===== config.mk =====
export PLATFORM = sky130hd
export DESIGN_NAME = touch_sample_filter_calibrate_core_flat
export DESIGN_NICKNAME = d
export VERILOG_FILES = /design/src/hw/rtl/tsfc_pkg.sv /design/src/hw/rtl/tsfc_if.sv /design/src/hw/rtl/tsfc_sort_cell.sv /design/src/hw/rtl/tsfc_out_fifo.sv /design/src/hw/rtl/touch_sample_filter_calibrate_core.sv /design/src/flat_wrapper.sv
export SDC_FILE = /design/constraint.sdc
export NUM_CORES = 2
export LEC_CHECK = 0
export BUFFER_PORTS_ARGS = -buffer_cell sky130_fd_sc_hd__buf_2
export CAP_MARGIN = 10
export CORE_MARGIN = 5
export CORE_UTILIZATION = 51
export DETAILED_ROUTE_END_ITERATION = 16
export PLACE_DENSITY = 0.7
export SETUP_SLACK_MARGIN = 0.2
export SKIP_CTS_REPAIR_TIMING = 1
export SLEW_MARGIN = 10
export SYNTH_ARGS = -nofsm -noshare
export SYNTH_HDL_FRONTEND = slang
export SYNTH_SLANG_ARGS = --single-unit

===== constraint.sdc =====
create_clock -name clk -period 8.3 [get_ports clk]
set_input_delay 2.49 -clock clk [delete_from_list [all_inputs] [get_ports clk]]
set_output_delay 2.49 -clock clk [all_outputs]
set_load 0.02 [all_outputs]

===== src/hw/rtl/tsfc_pkg.sv =====
// shared types, constants and register indexes of the touch sample filter
package tsfc_pkg;

  // filter geometry
  localparam int SAMPLES_PER_AXIS = 5;
  localparam int TRIM_COUNT       = 1;
  localparam int TRIM_EFF = (2 * TRIM_COUNT >= SAMPLES_PER_AXIS) ?
                            (SAMPLES_PER_AXIS - 1) / 2 : TRIM_COUNT;
  localparam int KEEP     = SAMPLES_PER_AXIS - 2 * TRIM_EFF;

  // field widths
  localparam int SAMPLE_W = 12;
  localparam int POS_W    = 16;
  localparam int SLOT_W   = $clog2(SAMPLES_PER_AXIS);
  localparam int SUM_W    = SAMPLE_W + $clog2(KEEP + 1);

  // mean by reciprocal multiply, exact floor for every sum below 2**SUM_W
  localparam int DIV_SHIFT = SUM_W + $clog2(KEEP);
  localparam int RECIP_W   = DIV_SHIFT + 1;
  localparam int RECIP_INT = ((1 << DIV_SHIFT) + KEEP - 1) / KEEP;
  localparam logic [RECIP_W-1:0] RECIP = RECIP_W'(RECIP_INT);

  // calibration arithmetic
  localparam int FRAC_W = 12;
  localparam int PROD_W = POS_W + SAMPLE_W + 1;
  localparam int CAL_W  = PROD_W + 1;

  // result queue
  localparam int FIFO_DEPTH = 8;
  localparam int PTR_W      = $clog2(FIFO_DEPTH);
  localparam int CNT_W      = PTR_W + 1;

  // configuration port
  localparam int CFG_IDX_W  = 3;
  localparam int CFG_DATA_W = 16;
  localparam logic [CFG_IDX_W-1:0] CFG_RAW_MODE  = 3'd0;
  localparam logic [CFG_IDX_W-1:0] CFG_SWAP_AXES = 3'd1;
  localparam logic [CFG_IDX_W-1:0] CFG_ERR_RANGE = 3'd2;
  localparam logic [CFG_IDX_W-1:0] CFG_X_GAIN    = 3'd3;
  localparam logic [CFG_IDX_W-1:0] CFG_X_OFFSET  = 3'd4;
  localparam logic [CFG_IDX_W-1:0] CFG_Y_GAIN    = 3'd5;
  localparam logic [CFG_IDX_W-1:0] CFG_Y_OFFSET  = 3'd6;

  // register reset values
  localparam logic [SAMPLE_W-1:0] ERR_RANGE_RST = 12'd50;
  localparam logic [POS_W-1:0]    GAIN_RST      = 16'd4096;
  localparam logic [POS_W-1:0]    POS_IDLE      = 16'hFFFF;

  // input opcodes
  localparam logic OP_SAMPLE = 1'b0;
  localparam logic OP_PEN_UP = 1'b1;

  // sample groups of one scan
  typedef enum logic [1:0] {
    GRP_A1 = 2'd0,
    GRP_B1 = 2'd1,
    GRP_A2 = 2'd2,
    GRP_B2 = 2'd3
  } group_t;

  // link between neighboring sort cells
  typedef struct packed {
    logic                gt;
    logic [SAMPLE_W-1:0] value;
  } link_t;

  // one result item
  typedef struct packed {
    logic             pressed;
    logic             just_released;
    logic             scan_ok;
    logic [POS_W-1:0] pos_x;
    logic [POS_W-1:0] pos_y;
    logic [POS_W-1:0] start_x;
    logic [POS_W-1:0] start_y;
  } result_t;

endpackage


===== src/hw/rtl/tsfc_if.sv =====
// valid/ready channel interfaces for samples and results
interface tsfc_in_if import tsfc_pkg::*; ();
  logic                valid;
  logic                ready;
  logic                opcode;
  logic [SAMPLE_W-1:0] sample;

  modport source (output valid, output opcode, output sample, input ready);
  modport sink   (input valid, input opcode, input sample, output ready);
endinterface

interface tsfc_out_if import tsfc_pkg::*; ();
  logic             valid;
  logic             ready;
  logic             pressed;
  logic             just_released;
  logic             scan_ok;
  logic [POS_W-1:0] pos_x;
  logic [POS_W-1:0] pos_y;
  logic [POS_W-1:0] start_x;
  logic [POS_W-1:0] start_y;

  modport source (output valid, output pressed, output just_released, output scan_ok,
                  output pos_x, output pos_y, output start_x, output start_y,
                  input ready);
  modport sink   (input valid, input pressed, input just_released, input scan_ok,
                  input pos_x, input pos_y, input start_x, input start_y,
                  output ready);
endinterface


===== src/hw/rtl/tsfc_sort_cell.sv =====
// one cell of the insertion sort row: holds a sample, shifts right on insert
module tsfc_sort_cell import tsfc_pkg::*; (
  input  logic                clk,
  input  logic                load,
  input  logic                occupied,
  input  logic [SAMPLE_W-1:0] x,
  input  link_t               left,
  output link_t               right
);

  logic [SAMPLE_W-1:0] value_r;
  logic [SAMPLE_W-1:0] value_nxt;
  logic                gt;

  // an empty cell counts as larger than any sample
  assign gt = !occupied || (x < value_r);

  // new sample lands at the first larger cell, larger ones move right
  always_comb begin
    value_nxt = value_r;
    if (load && gt) begin
      value_nxt = left.gt ? left.value : x;
    end
  end

  always_ff @(posedge clk) begin
    value_r <= value_nxt;
  end

  assign right.gt    = gt;
  assign right.value = value_r;

endmodule


===== src/hw/rtl/tsfc_out_fifo.sv =====
// result queue that parts the filter pipeline from the result channel
module tsfc_out_fifo import tsfc_pkg::*; (
  input  logic             clk,
  input  logic             rst_n,
  input  logic             push,
  input  result_t          push_data,
  output logic [CNT_W-1:0] count,
  tsfc_out_if.source       out_ch
);

  result_t          mem [FIFO_DEPTH];
  logic [PTR_W-1:0] wr_ptr_r;
  logic [PTR_W-1:0] rd_ptr_r;
  logic [CNT_W-1:0] count_r;
  logic             pop;
  result_t          head;

  assign pop = out_ch.valid && out_ch.ready;

  // pointers and fill count
  always_ff @(posedge clk) begin
    if (!rst_n) begin
      wr_ptr_r <= '0;
      rd_ptr_r <= '0;
      count_r  <= '0;
    end else begin
      if (push) begin
        wr_ptr_r <= wr_ptr_r + 1'b1;
      end
      if (pop) begin
        rd_ptr_r <= rd_ptr_r + 1'b1;
      end
      case ({push, pop})
        2'b10:   count_r <= count_r + 1'b1;
        2'b01:   count_r <= count_r - 1'b1;
        default: count_r <= count_r;
      endcase
    end
  end

  // storage
  always_ff @(posedge clk) begin
    if (push) begin
      mem[wr_ptr_r] <= push_data;
    end
  end

  assign head  = mem[rd_ptr_r];
  assign count = count_r;

  // result channel
  assign out_ch.valid         = (count_r != '0);
  assign out_ch.pressed       = head.pressed;
  assign out_ch.just_released = head.just_released;
  assign out_ch.scan_ok       = head.scan_ok;
  assign out_ch.pos_x         = head.pos_x;
  assign out_ch.pos_y         = head.pos_y;
  assign out_ch.start_x       = head.start_x;
  assign out_ch.start_y       = head.start_y;

endmodule


===== src/hw/rtl/touch_sample_filter_calibrate_core.sv =====
// Touch sample filter: one input transfer per cycle. Samples enter a row of sort
// cells that keeps each group of samples in order as they arrive; the last sample
// of a group starts a six-stage pipeline (trimmed sum, mean by reciprocal
// multiply, pass check and average, gain multiply, offset and saturate with the
// press tracking); a result comes out for each pen-up tick and for the last
// group of each scan. Results wait in an 8-entry queue; the input is held off
// only while queued results plus items in flight would fill it.
module touch_sample_filter_calibrate_core import tsfc_pkg::*; (
  input  logic                  clk,
  input  logic                  rst_n,
  tsfc_in_if.sink               in_ch,
  tsfc_out_if.source            out_ch,
  input  logic                  cfg_we,
  input  logic [CFG_IDX_W-1:0]  cfg_idx,
  input  logic [CFG_DATA_W-1:0] cfg_data
);

  // configuration registers
  logic                     raw_mode_r;
  logic                     swap_axes_r;
  logic [SAMPLE_W-1:0]      err_range_r;
  logic signed [POS_W-1:0]  x_gain_r;
  logic signed [POS_W-1:0]  x_offset_r;
  logic signed [POS_W-1:0]  y_gain_r;
  logic signed [POS_W-1:0]  y_offset_r;

  always_ff @(posedge clk) begin
    if (!rst_n) begin
      raw_mode_r  <= 1'b0;
      swap_axes_r <= 1'b0;
      err_range_r <= ERR_RANGE_RST;
      x_gain_r    <= GAIN_RST;
      x_offset_r  <= '0;
      y_gain_r    <= GAIN_RST;
      y_offset_r  <= '0;
    end else if (cfg_we) begin
      case (cfg_idx)
        CFG_RAW_MODE:  raw_mode_r  <= cfg_data[0];
        CFG_SWAP_AXES: swap_axes_r <= cfg_data[0];
        CFG_ERR_RANGE: err_range_r <= cfg_data[SAMPLE_W-1:0];
        CFG_X_GAIN:    x_gain_r    <= cfg_data;
        CFG_X_OFFSET:  x_offset_r  <= cfg_data;
        CFG_Y_GAIN:    y_gain_r    <= cfg_data;
        CFG_Y_OFFSET:  y_offset_r  <= cfg_data;
        default:       ;
      endcase
    end
  end

  // input transfer and credit against the result queue
  logic             in_xfer;
  logic             is_pen_up;
  logic [CNT_W-1:0] fifo_count;
  logic [2:0]       inflight;
  logic             t1_valid_r, t2_valid_r, t3_valid_r, t4_valid_r, t5_valid_r;

  assign inflight = 3'(t1_valid_r) + 3'(t2_valid_r) + 3'(t3_valid_r)
                  + 3'(t4_valid_r) + 3'(t5_valid_r);
  assign in_ch.ready = ((CNT_W + 1)'(fifo_count) + (CNT_W + 1)'(inflight))
                       < (CNT_W + 1)'(FIFO_DEPTH);
  assign in_xfer   = in_ch.valid && in_ch.ready;
  assign is_pen_up = (in_ch.opcode == OP_PEN_UP);

  // slot and group counters
  logic [SLOT_W-1:0] slot_r;
  group_t            group_r;
  logic              group_end;

  assign group_end = (slot_r == SLOT_W'(SAMPLES_PER_AXIS - 1));

  always_ff @(posedge clk) begin
    if (!rst_n) begin
      slot_r  <= '0;
      group_r <= GRP_A1;
    end else if (in_xfer) begin
      if (is_pen_up) begin
        slot_r  <= '0;
        group_r <= GRP_A1;
      end else if (group_end) begin
        slot_r  <= '0;
        group_r <= group_t'(group_r + 2'd1);
      end else begin
        slot_r <= slot_r + 1'b1;
      end
    end
  end

  // row of sort cells
  link_t lnk [SAMPLES_PER_AXIS+1];
  logic  cell_load;

  assign lnk[0]    = '{gt: 1'b0, value: '0};
  assign cell_load = in_xfer && !is_pen_up;

  for (genvar i = 0; i < SAMPLES_PER_AXIS; i++) begin : g_cell
    tsfc_sort_cell u_cell (
      .clk      (clk),
      .load     (cell_load),
      .occupied (SLOT_W'(i) < slot_r),
      .x        (in_ch.sample),
      .left     (lnk[i]),
      .right    (lnk[i+1])
    );
  end

  // stage 1: a group is complete or a pen-up tick
  logic   t1_pen_up_r;
  group_t t1_group_r;

  always_ff @(posedge clk) begin
    if (!rst_n) begin
      t1_valid_r <= 1'b0;
    end else begin
      t1_valid_r <= in_xfer && (is_pen_up || group_end);
    end
  end

  always_ff @(posedge clk) begin
    t1_pen_up_r <= is_pen_up;
    t1_group_r  <= group_r;
  end

  // stage 2: sum of the kept middle of the sorted row
  logic [SUM_W-1:0] sum_nxt;
  logic [SUM_W-1:0] t2_sum_r;
  logic             t2_pen_up_r;
  group_t           t2_group_r;

  always_comb begin
    sum_nxt = '0;
    for (int i = TRIM_EFF; i < SAMPLES_PER_AXIS - TRIM_EFF; i++) begin
      sum_nxt = sum_nxt + SUM_W'(lnk[i+1].value);
    end
  end

  always_ff @(posedge clk) begin
    if (!rst_n) begin
      t2_valid_r <= 1'b0;
    end else begin
      t2_valid_r <= t1_valid_r;
    end
  end

  always_ff @(posedge clk) begin
    t2_sum_r    <= sum_nxt;
    t2_pen_up_r <= t1_pen_up_r;
    t2_group_r  <= t1_group_r;
  end

  // stage 3: truncating mean by reciprocal multiply
  logic [SUM_W+RECIP_W-1:0] mean_prod;
  logic [SAMPLE_W-1:0]      t3_mean_r;
  logic                     t3_pen_up_r;
  group_t                   t3_group_r;

  assign mean_prod = (SUM_W + RECIP_W)'(t2_sum_r) * (SUM_W + RECIP_W)'(RECIP);

  always_ff @(posedge clk) begin
    if (!rst_n) begin
      t3_valid_r <= 1'b0;
    end else begin
      t3_valid_r <= t2_valid_r;
    end
  end

  always_ff @(posedge clk) begin
    t3_mean_r   <= SAMPLE_W'(mean_prod >> DIV_SHIFT);
    t3_pen_up_r <= t2_pen_up_r;
    t3_group_r  <= t2_group_r;
  end

  // stage 4: pass bookkeeping, agreement check and pass average
  logic [SAMPLE_W-1:0] pass_a_mean_r;
  logic [SAMPLE_W-1:0] first_x_r, first_y_r;
  logic [SAMPLE_W-1:0] x2, y2, dx, dy;
  logic [SAMPLE_W:0]   sum_x, sum_y;
  logic                agree_ok;
  logic                scan_end;
  logic                t4_ok_r, t4_pen_up_r;
  logic [SAMPLE_W-1:0] t4_ax_r, t4_ay_r;

  assign scan_end = t3_valid_r && !t3_pen_up_r && (t3_group_r == GRP_B2);
  assign x2       = swap_axes_r ? t3_mean_r : pass_a_mean_r;
  assign y2       = swap_axes_r ? pass_a_mean_r : t3_mean_r;
  assign dx       = (first_x_r > x2) ? first_x_r - x2 : x2 - first_x_r;
  assign dy       = (first_y_r > y2) ? first_y_r - y2 : y2 - first_y_r;
  assign agree_ok = (dx < err_range_r) && (dy < err_range_r);
  assign sum_x    = (SAMPLE_W + 1)'(first_x_r) + (SAMPLE_W + 1)'(x2);
  assign sum_y    = (SAMPLE_W + 1)'(first_y_r) + (SAMPLE_W + 1)'(y2);

  always_ff @(posedge clk) begin
    if (!rst_n) begin
      pass_a_mean_r <= '0;
      first_x_r     <= '0;
      first_y_r     <= '0;
      t4_valid_r    <= 1'b0;
    end else begin
      t4_valid_r <= t3_valid_r && (t3_pen_up_r || (t3_group_r == GRP_B2));
      if (t3_valid_r && !t3_pen_up_r) begin
        case (t3_group_r)
          GRP_A1, GRP_A2: pass_a_mean_r <= t3_mean_r;
          GRP_B1: begin
            first_x_r <= x2;
            first_y_r <= y2;
          end
          default: ;
        endcase
      end
    end
  end

  always_ff @(posedge clk) begin
    t4_ok_r     <= scan_end && agree_ok;
    t4_pen_up_r <= t3_pen_up_r;
    t4_ax_r     <= sum_x[SAMPLE_W:1];
    t4_ay_r     <= sum_y[SAMPLE_W:1];
  end

  // stage 5: gain multiply
  logic signed [PROD_W-1:0] gx_ext, gy_ext, ax_ext, ay_ext;
  logic signed [PROD_W-1:0] t5_px_r, t5_py_r;
  logic                     t5_ok_r, t5_pen_up_r;
  logic [SAMPLE_W-1:0]      t5_ax_r, t5_ay_r;

  assign gx_ext = PROD_W'(x_gain_r);
  assign gy_ext = PROD_W'(y_gain_r);
  assign ax_ext = $signed(PROD_W'(t4_ax_r));
  assign ay_ext = $signed(PROD_W'(t4_ay_r));

  always_ff @(posedge clk) begin
    if (!rst_n) begin
      t5_valid_r <= 1'b0;
    end else begin
      t5_valid_r <= t4_valid_r;
    end
  end

  always_ff @(posedge clk) begin
    t5_px_r     <= gx_ext * ax_ext;
    t5_py_r     <= gy_ext * ay_ext;
    t5_ok_r     <= t4_ok_r;
    t5_pen_up_r <= t4_pen_up_r;
    t5_ax_r     <= t4_ax_r;
    t5_ay_r     <= t4_ay_r;
  end

  // stage 6: offset, clamp to the screen range
  logic signed [CAL_W-1:0] vx, vy;
  logic [POS_W-1:0]        cal_x, cal_y, new_x, new_y;

  assign vx = CAL_W'(t5_px_r) + $signed({x_offset_r[POS_W-1], x_offset_r, FRAC_W'(0)});
  assign vy = CAL_W'(t5_py_r) + $signed({y_offset_r[POS_W-1], y_offset_r, FRAC_W'(0)});

  always_comb begin
    if (vx[CAL_W-1]) begin
      cal_x = '0;
    end else if (vx[CAL_W-2]) begin
      cal_x = POS_IDLE;
    end else begin
      cal_x = vx[FRAC_W+POS_W-1:FRAC_W];
    end
    if (vy[CAL_W-1]) begin
      cal_y = '0;
    end else if (vy[CAL_W-2]) begin
      cal_y = POS_IDLE;
    end else begin
      cal_y = vy[FRAC_W+POS_W-1:FRAC_W];
    end
  end

  assign new_x = raw_mode_r ? POS_W'(t5_ax_r) : cal_x;
  assign new_y = raw_mode_r ? POS_W'(t5_ay_r) : cal_y;

  // position and press tracking
  logic [POS_W-1:0] pos_x_r, pos_y_r, start_x_r, start_y_r;
  logic [POS_W-1:0] pos_x_nxt, pos_y_nxt, start_x_nxt, start_y_nxt;
  logic             down_r, down_nxt, released;
  result_t          res;

  always_comb begin
    pos_x_nxt   = pos_x_r;
    pos_y_nxt   = pos_y_r;
    start_x_nxt = start_x_r;
    start_y_nxt = start_y_r;
    down_nxt    = down_r;
    released    = 1'b0;
    if (t5_pen_up_r) begin
      if (down_r) begin
        down_nxt = 1'b0;
        released = 1'b1;
      end else begin
        start_x_nxt = '0;
        start_y_nxt = '0;
        pos_x_nxt   = POS_IDLE;
        pos_y_nxt   = POS_IDLE;
      end
    end else begin
      if (t5_ok_r) begin
        pos_x_nxt = new_x;
        pos_y_nxt = new_y;
      end
      if (!down_r) begin
        down_nxt    = 1'b1;
        start_x_nxt = pos_x_nxt;
        start_y_nxt = pos_y_nxt;
      end
    end
  end

  always_ff @(posedge clk) begin
    if (!rst_n) begin
      pos_x_r   <= '0;
      pos_y_r   <= '0;
      start_x_r <= '0;
      start_y_r <= '0;
      down_r    <= 1'b0;
    end else if (t5_valid_r) begin
      pos_x_r   <= pos_x_nxt;
      pos_y_r   <= pos_y_nxt;
      start_x_r <= start_x_nxt;
      start_y_r <= start_y_nxt;
      down_r    <= down_nxt;
    end
  end

  assign res.pressed       = down_nxt;
  assign res.just_released = released;
  assign res.scan_ok       = t5_ok_r && !t5_pen_up_r;
  assign res.pos_x         = pos_x_nxt;
  assign res.pos_y         = pos_y_nxt;
  assign res.start_x       = start_x_nxt;
  assign res.start_y       = start_y_nxt;

  // result queue
  tsfc_out_fifo u_out_fifo (
    .clk       (clk),
    .rst_n     (rst_n),
    .push      (t5_valid_r),
    .push_data (res),
    .count     (fifo_count),
    .out_ch    (out_ch)
  );

endmodule


===== src/flat_wrapper.sv =====
// flat-port wrapper written by rule: the top's interface ports become plain ports
module touch_sample_filter_calibrate_core_flat import tsfc_pkg::*;
  (clk, rst_n, cfg_we, cfg_idx, cfg_data, in_ch_valid, in_ch_opcode, in_ch_sample, in_ch_ready, out_ch_valid, out_ch_pressed, out_ch_just_released, out_ch_scan_ok, out_ch_pos_x, out_ch_pos_y, out_ch_start_x, out_ch_start_y, out_ch_ready);
  tsfc_in_if in_ch_i ();
  tsfc_out_if out_ch_i ();
  input  logic clk;
  input  logic rst_n;
  input  logic cfg_we;
  input  logic [CFG_IDX_W-1:0] cfg_idx;
  input  logic [CFG_DATA_W-1:0] cfg_data;
  input wire logic [$bits(in_ch_i.valid)-1:0] in_ch_valid;
  input wire logic [$bits(in_ch_i.opcode)-1:0] in_ch_opcode;
  input wire logic [$bits(in_ch_i.sample)-1:0] in_ch_sample;
  output wire logic [$bits(in_ch_i.ready)-1:0] in_ch_ready;
  output wire logic [$bits(out_ch_i.valid)-1:0] out_ch_valid;
  output wire logic [$bits(out_ch_i.pressed)-1:0] out_ch_pressed;
  output wire logic [$bits(out_ch_i.just_released)-1:0] out_ch_just_released;
  output wire logic [$bits(out_ch_i.scan_ok)-1:0] out_ch_scan_ok;
  output wire logic [$bits(out_ch_i.pos_x)-1:0] out_ch_pos_x;
  output wire logic [$bits(out_ch_i.pos_y)-1:0] out_ch_pos_y;
  output wire logic [$bits(out_ch_i.start_x)-1:0] out_ch_start_x;
  output wire logic [$bits(out_ch_i.start_y)-1:0] out_ch_start_y;
  input wire logic [$bits(out_ch_i.ready)-1:0] out_ch_ready;
  assign in_ch_i.valid = in_ch_valid;
  assign in_ch_i.opcode = in_ch_opcode;
  assign in_ch_i.sample = in_ch_sample;
  assign in_ch_ready = in_ch_i.ready;
  assign out_ch_valid = out_ch_i.valid;
  assign out_ch_pressed = out_ch_i.pressed;
  assign out_ch_just_released = out_ch_i.just_released;
  assign out_ch_scan_ok = out_ch_i.scan_ok;
  assign out_ch_pos_x = out_ch_i.pos_x;
  assign out_ch_pos_y = out_ch_i.pos_y;
  assign out_ch_start_x = out_ch_i.start_x;
  assign out_ch_start_y = out_ch_i.start_y;
  assign out_ch_i.ready = out_ch_ready;
  touch_sample_filter_calibrate_core u_core (.clk(clk), .rst_n(rst_n), .in_ch(in_ch_i), .out_ch(out_ch_i), .cfg_we(cfg_we), .cfg_idx(cfg_idx), .cfg_data(cfg_data));
endmodule

==> flow_metrics.py <==
metrics = {
    "outcome": {
        "outcome": "completed",
    },
    "pwr": {
        "vdd_ir_drop_max_mv": 2.41,
        "sw_share_pct": 39.3,
        "seq_power_share_pct": 26.8,
        "p_switching_mw": 7.97,
        "power.share.clock_pct": 22.0,
        "pwr_density_cell_nw_per_um2": 323,
        "internal_power_mw": 12.3,
        "power.leakage_nw": 26.3,
        "p_comb_share_pct": 51.2,
    },
    "worst_hold_path": {
        "worst_hold_path_type": "register to register",
        "min_delay_path_depth": 0,
        "min-delay-start": "u_core.t1_group_r[0]$_DFF_P_",
        "hold_path_end": "u_core.t2_group_r[0]$_DFF_P_",
    },
    "place": {
        "buffer_ports.inserted": 105,
        "numPlacedInstances": 6423,
        "dp_hpwl_um": 94100,
        "globalplace.congestion": 0.895,
    },
    "drt": {
        "routed-via-count": 36400,
        "postRouteAntennaNets": 0,
        "drt_wl_total_um": 131000,
        "routed_wire_length_per_instance_um": 19.8,
        "viasPerCell": 5.51,
        "detailedRoute.firstPassIterationCount": 5,
        "drt_first_iter_violations": 2496,
        "drc": 0,
    },
    "critical_path": {
        "highest_fanout_seen_on_the_critical_path": 30,
        "cp.arrival_ns": 4.61,
        "critical_path_class": "register to output port",
        "critPathLaunchType": "register",
        "worst_setup_path_end_kind": "output port",
        "timing.critical_path.required_ns": 5.81,
        "r2r_slack_ns": 2.11,
        "crit-reg2reg-launch": "u_core.t4_ax_r[4]$_DFF_P_",
        "rr_worst_depth": 18,
        "r2r_end": "u_core.t5_px_r[28]$_DFF_P_",
    },
    "clock_tree": {
        "clk_transition_reported_paths_ns": 0.06,
        "clock_tree.htree_level_count": 3,
        "cts_buffers": 94,
        "clk_latency_ns": 0.69,
        "ctsRootBufferMaster": "clkbuf_16",
        "cts_tree": "built",
        "clock_sink_count": 907,
        "clk_path_buf_depth": 3,
    },
    "timing": {
        "count_of_pins_over_their_slew_limit": 0,
        "grt_setup_unrepaired": "no",
        "setup_tns_ns": 0,
        "fin_worst_skew_ns": 0.0285,
        "fmaxAchievable_ghz": 0.141,
        "tightestPinTransition_ns": 1.24,
        "setup_viol": 0,
        "slew-limit-headroom_pct": 16.5,
        "post-route-min-period_ns": 7.10,
        "report.final.hold_viol_count": 0,
        "period_share_pct": 85.6,
    },
    "cells_and_area": {
        "post_route_cells_drive_above_1_share_pct": 12.0,
        "final_net_count": 5900,
        "area_growth_syn_to_layout_pct": 9.39,
        "post_layout_nonfiller_instances": 6610,
    },
    "floorplan": {
        "top_level_ports": 106,
        "fp.dieW_um": 345,
        "floorplan.die_area_um2": 119000,
        "starting_density_pct": 51.1,
        "std_cell_rows": 123,
        "chipHeight_um": 345,
        "design.core.area_um2": 112000,
    },
    "yosys": {
        "count_of_mapped_cells_out_of_synthesis": 4975,
        "yosys-top-cells-count": "754 x inv_1, 584 x edfxtp_1, 495 x nand2_1",
        "mappedNetlistArea_um2": 57300,
        "synth_area_leader_cell": "edfxtp_1",
        "avgSynthCellArea_um2": 11.5,
        "synth_enable_flop_cells": 584,
        "dominantRegCellSynth": "edfxtp_1",
        "ys_types": 89,
        "synth_fp_nets": 5855,
        "synth_largest_type_area_fraction_pct": 30.6,
        "synthMostInstantiatedCell": "inv_1",
        "yosys_register_bits": 907,
        "asyncSetResetFlopFracSynth_pct": 0,
        "synth_top_cells_by_area": "edfxtp_1 31%, fa_1 15%, dfxtp_1 11%",
        "yosysWarnings": 0,
        "yosysSeqAreaShare_pct": 41.9,
    },
    "global_routing": {
        "grt_pass1_wl_um": 210000,
        "gr-usage-all-layers_pct": 21.9,
        "first_global_vias": 37500,
        "gr-total-overflow": 0,
        "antenna_violations_before_repair": 13,
        "grt_start_max_net_pins": 76,
    },
    "run": {
        "cap_viol_max_count": 0,
    },
}
cell type report:
type / count / area, um2
fillers: 9393 / 49400
multi-input cells: 3117 / 29800
flip-flops and latches: 907 / 24000
inverters: 758 / 2850
clock buffers: 124 / 2690
well taps: 1500 / 1880
repair buffers: 142 / 813
clock inverters: 53 / 644
diodes: 9 / 22.5
layout by cell type, fill, tap and decap left out, types with 15 or more instances in the layout:
cell type	count
a211oi_1	42
a21o_1	53
a21oi_1	261
a22o_1	33
a31oi_1	18
and2_1	188
and3_1	15
buf_2	106
buf_4	35
clkbuf_16	98
dfxtp_1	319
edfxtp_1	584
fa_1	423
ha_1	420
inv_1	753
mux2_2	109
mux2i_1	48
mux4_2	134
nand2_1	495
nand2b_1	22
nand3_1	32
nor2_1	187
nor2b_1	23
nor3_1	41
o211ai_1	22
o21a_1	36
o21ai_0	125
o21bai_1	24
o22ai_1	18
xnor2_1	106
xor2_1	33
sequential cells by signal (all words and copies together), names as in the netlist, 4 cells and up, named ones only:
register	cells
u_core.pos_y_r	16
u_core.err_range_r	12
u_core.t5_py_r	17
u_core.x_offset_r	16
u_core.t3_mean_r	12
u_core.start_x_r	16
u_core.t5_px_r	17
u_core.first_x_r	12
u_core.u_out_fifo.mem	536
u_core.y_offset_r	16
u_core.g_cell.u_cell.value_r	48
u_core.t2_sum_r	14
u_core.pos_x_r	16
u_core.t5_ay_r	12
u_core.t5_ax_r	12
u_core.t4_ax_r	12
u_core.first_y_r	12
u_core.t4_ay_r	12
u_core.start_y_r	16
u_core.u_out_fifo.count	4
u_core.y_gain_r	16
u_core.x_gain_r	16
u_core.pass_a_mean_r	12
cell families (layout without fill, tap and decap cells):
group | count (synthesis) | after routing | share of synthesized area (%)
and+or+nand+nor | 1066 | 1066 | 8.54
buffers and inverters | 951 | 1077 | 6.28
DFF | 907 | 907 | 41.9
adders and majority gates | 843 | 843 | 24.0
AOI/OAI and AO/OA | 777 | 777 | 8.92
muxes | 292 | 292 | 8.29
xor gates and xnor gates | 139 | 139 | 2.12
other | 0 | 9 | 0
through the flow:
stage	instance area, um2	hold WS (ns)	util [%]	total power, mW	setup slack (ns)
6_report	62700	0.325	55.9	20.3	1.20
4_1_cts	62600	0.327	55.9	20.6	1.19
3_5_place_dp	59300	0.314	52.9	16.1	1.92
2_1_floorplan	57300	0.310	-	13.3	2.08
3_3_place_gp	59300	0.310	52.9	15.9	1.97
5_1_grt	62700	0.329	55.9	22.4	0.972
routing by layer:
| metal | wire length (um) | global-route usage [%] | vias up | part of all wire, % |
|---|---|---|---|---|
| met5 | 28 | 0 | - | 0.021 |
| met4 | 4290 | 6.95 | 4 | 3.3 |
| met3 | 7330 | 3.48 | 224 | 5.6 |
| met2 | 64900 | 38.0 | 986 | 50 |
| met1 | 54100 | 28.4 | 18200 | 41 |
| li1 | - | - | 17000 | - |
power groups by stage:
| stage | Combinational [mW] | Sequential (mW) | Clock [mW] |
|---|---|---|---|
| 4_1_cts | 10.7 | 5.42 | 4.54 |
| 3_5_place_dp | 10.6 | 5.52 | 0 |
| 5_1_grt | 12.2 | 5.45 | 4.73 |
| 6_report | 10.4 | 5.43 | 4.46 |
| 3_3_place_gp | 10.3 | 5.51 | 0 |
| 2_1_floorplan | 8.00 | 5.31 | 0 |
critical path, stage by stage, from the launching register on:
cell      delay (ns)
dfxtp_1         0.31
buf_4           0.31
inv_1           0.30
fa_1            0.61
inv_1           0.04
ha_1            0.17
inv_1           0.06
fa_1            0.41
inv_1           0.07
ha_1            0.22
a31o_2          0.23
a211oi_1        0.83
buf_2           0.37
worst max path at each step:
| stage | startpoint | endpoint | cells after the start | slack [ns] |
|---|---|---|---|---|
| 2_1_floorplan | u_core.t5_valid_r$_SDFF_PN0_ | u_core.u_out_fifo.mem[4][0]$_DFFE_PP_ | 4 | 2.08 |
| 3_3_place_gp | u_core.t5_valid_r$_SDFF_PN0_ | in_ch_ready | 12 | 1.97 |
| 3_5_place_dp | u_core.t5_valid_r$_SDFF_PN0_ | in_ch_ready | 12 | 1.92 |
| 4_1_cts | u_core.t5_valid_r$_SDFF_PN0_ | in_ch_ready | 12 | 1.19 |
| 5_1_grt | u_core.t5_valid_r$_SDFF_PN0_ | in_ch_ready | 12 | 0.97 |
| 6_report | u_core.t5_valid_r$_SDFF_PN0_ | in_ch_ready | 12 | 1.20 |
No activity file was read; power rests on OpenSTA's default activity.
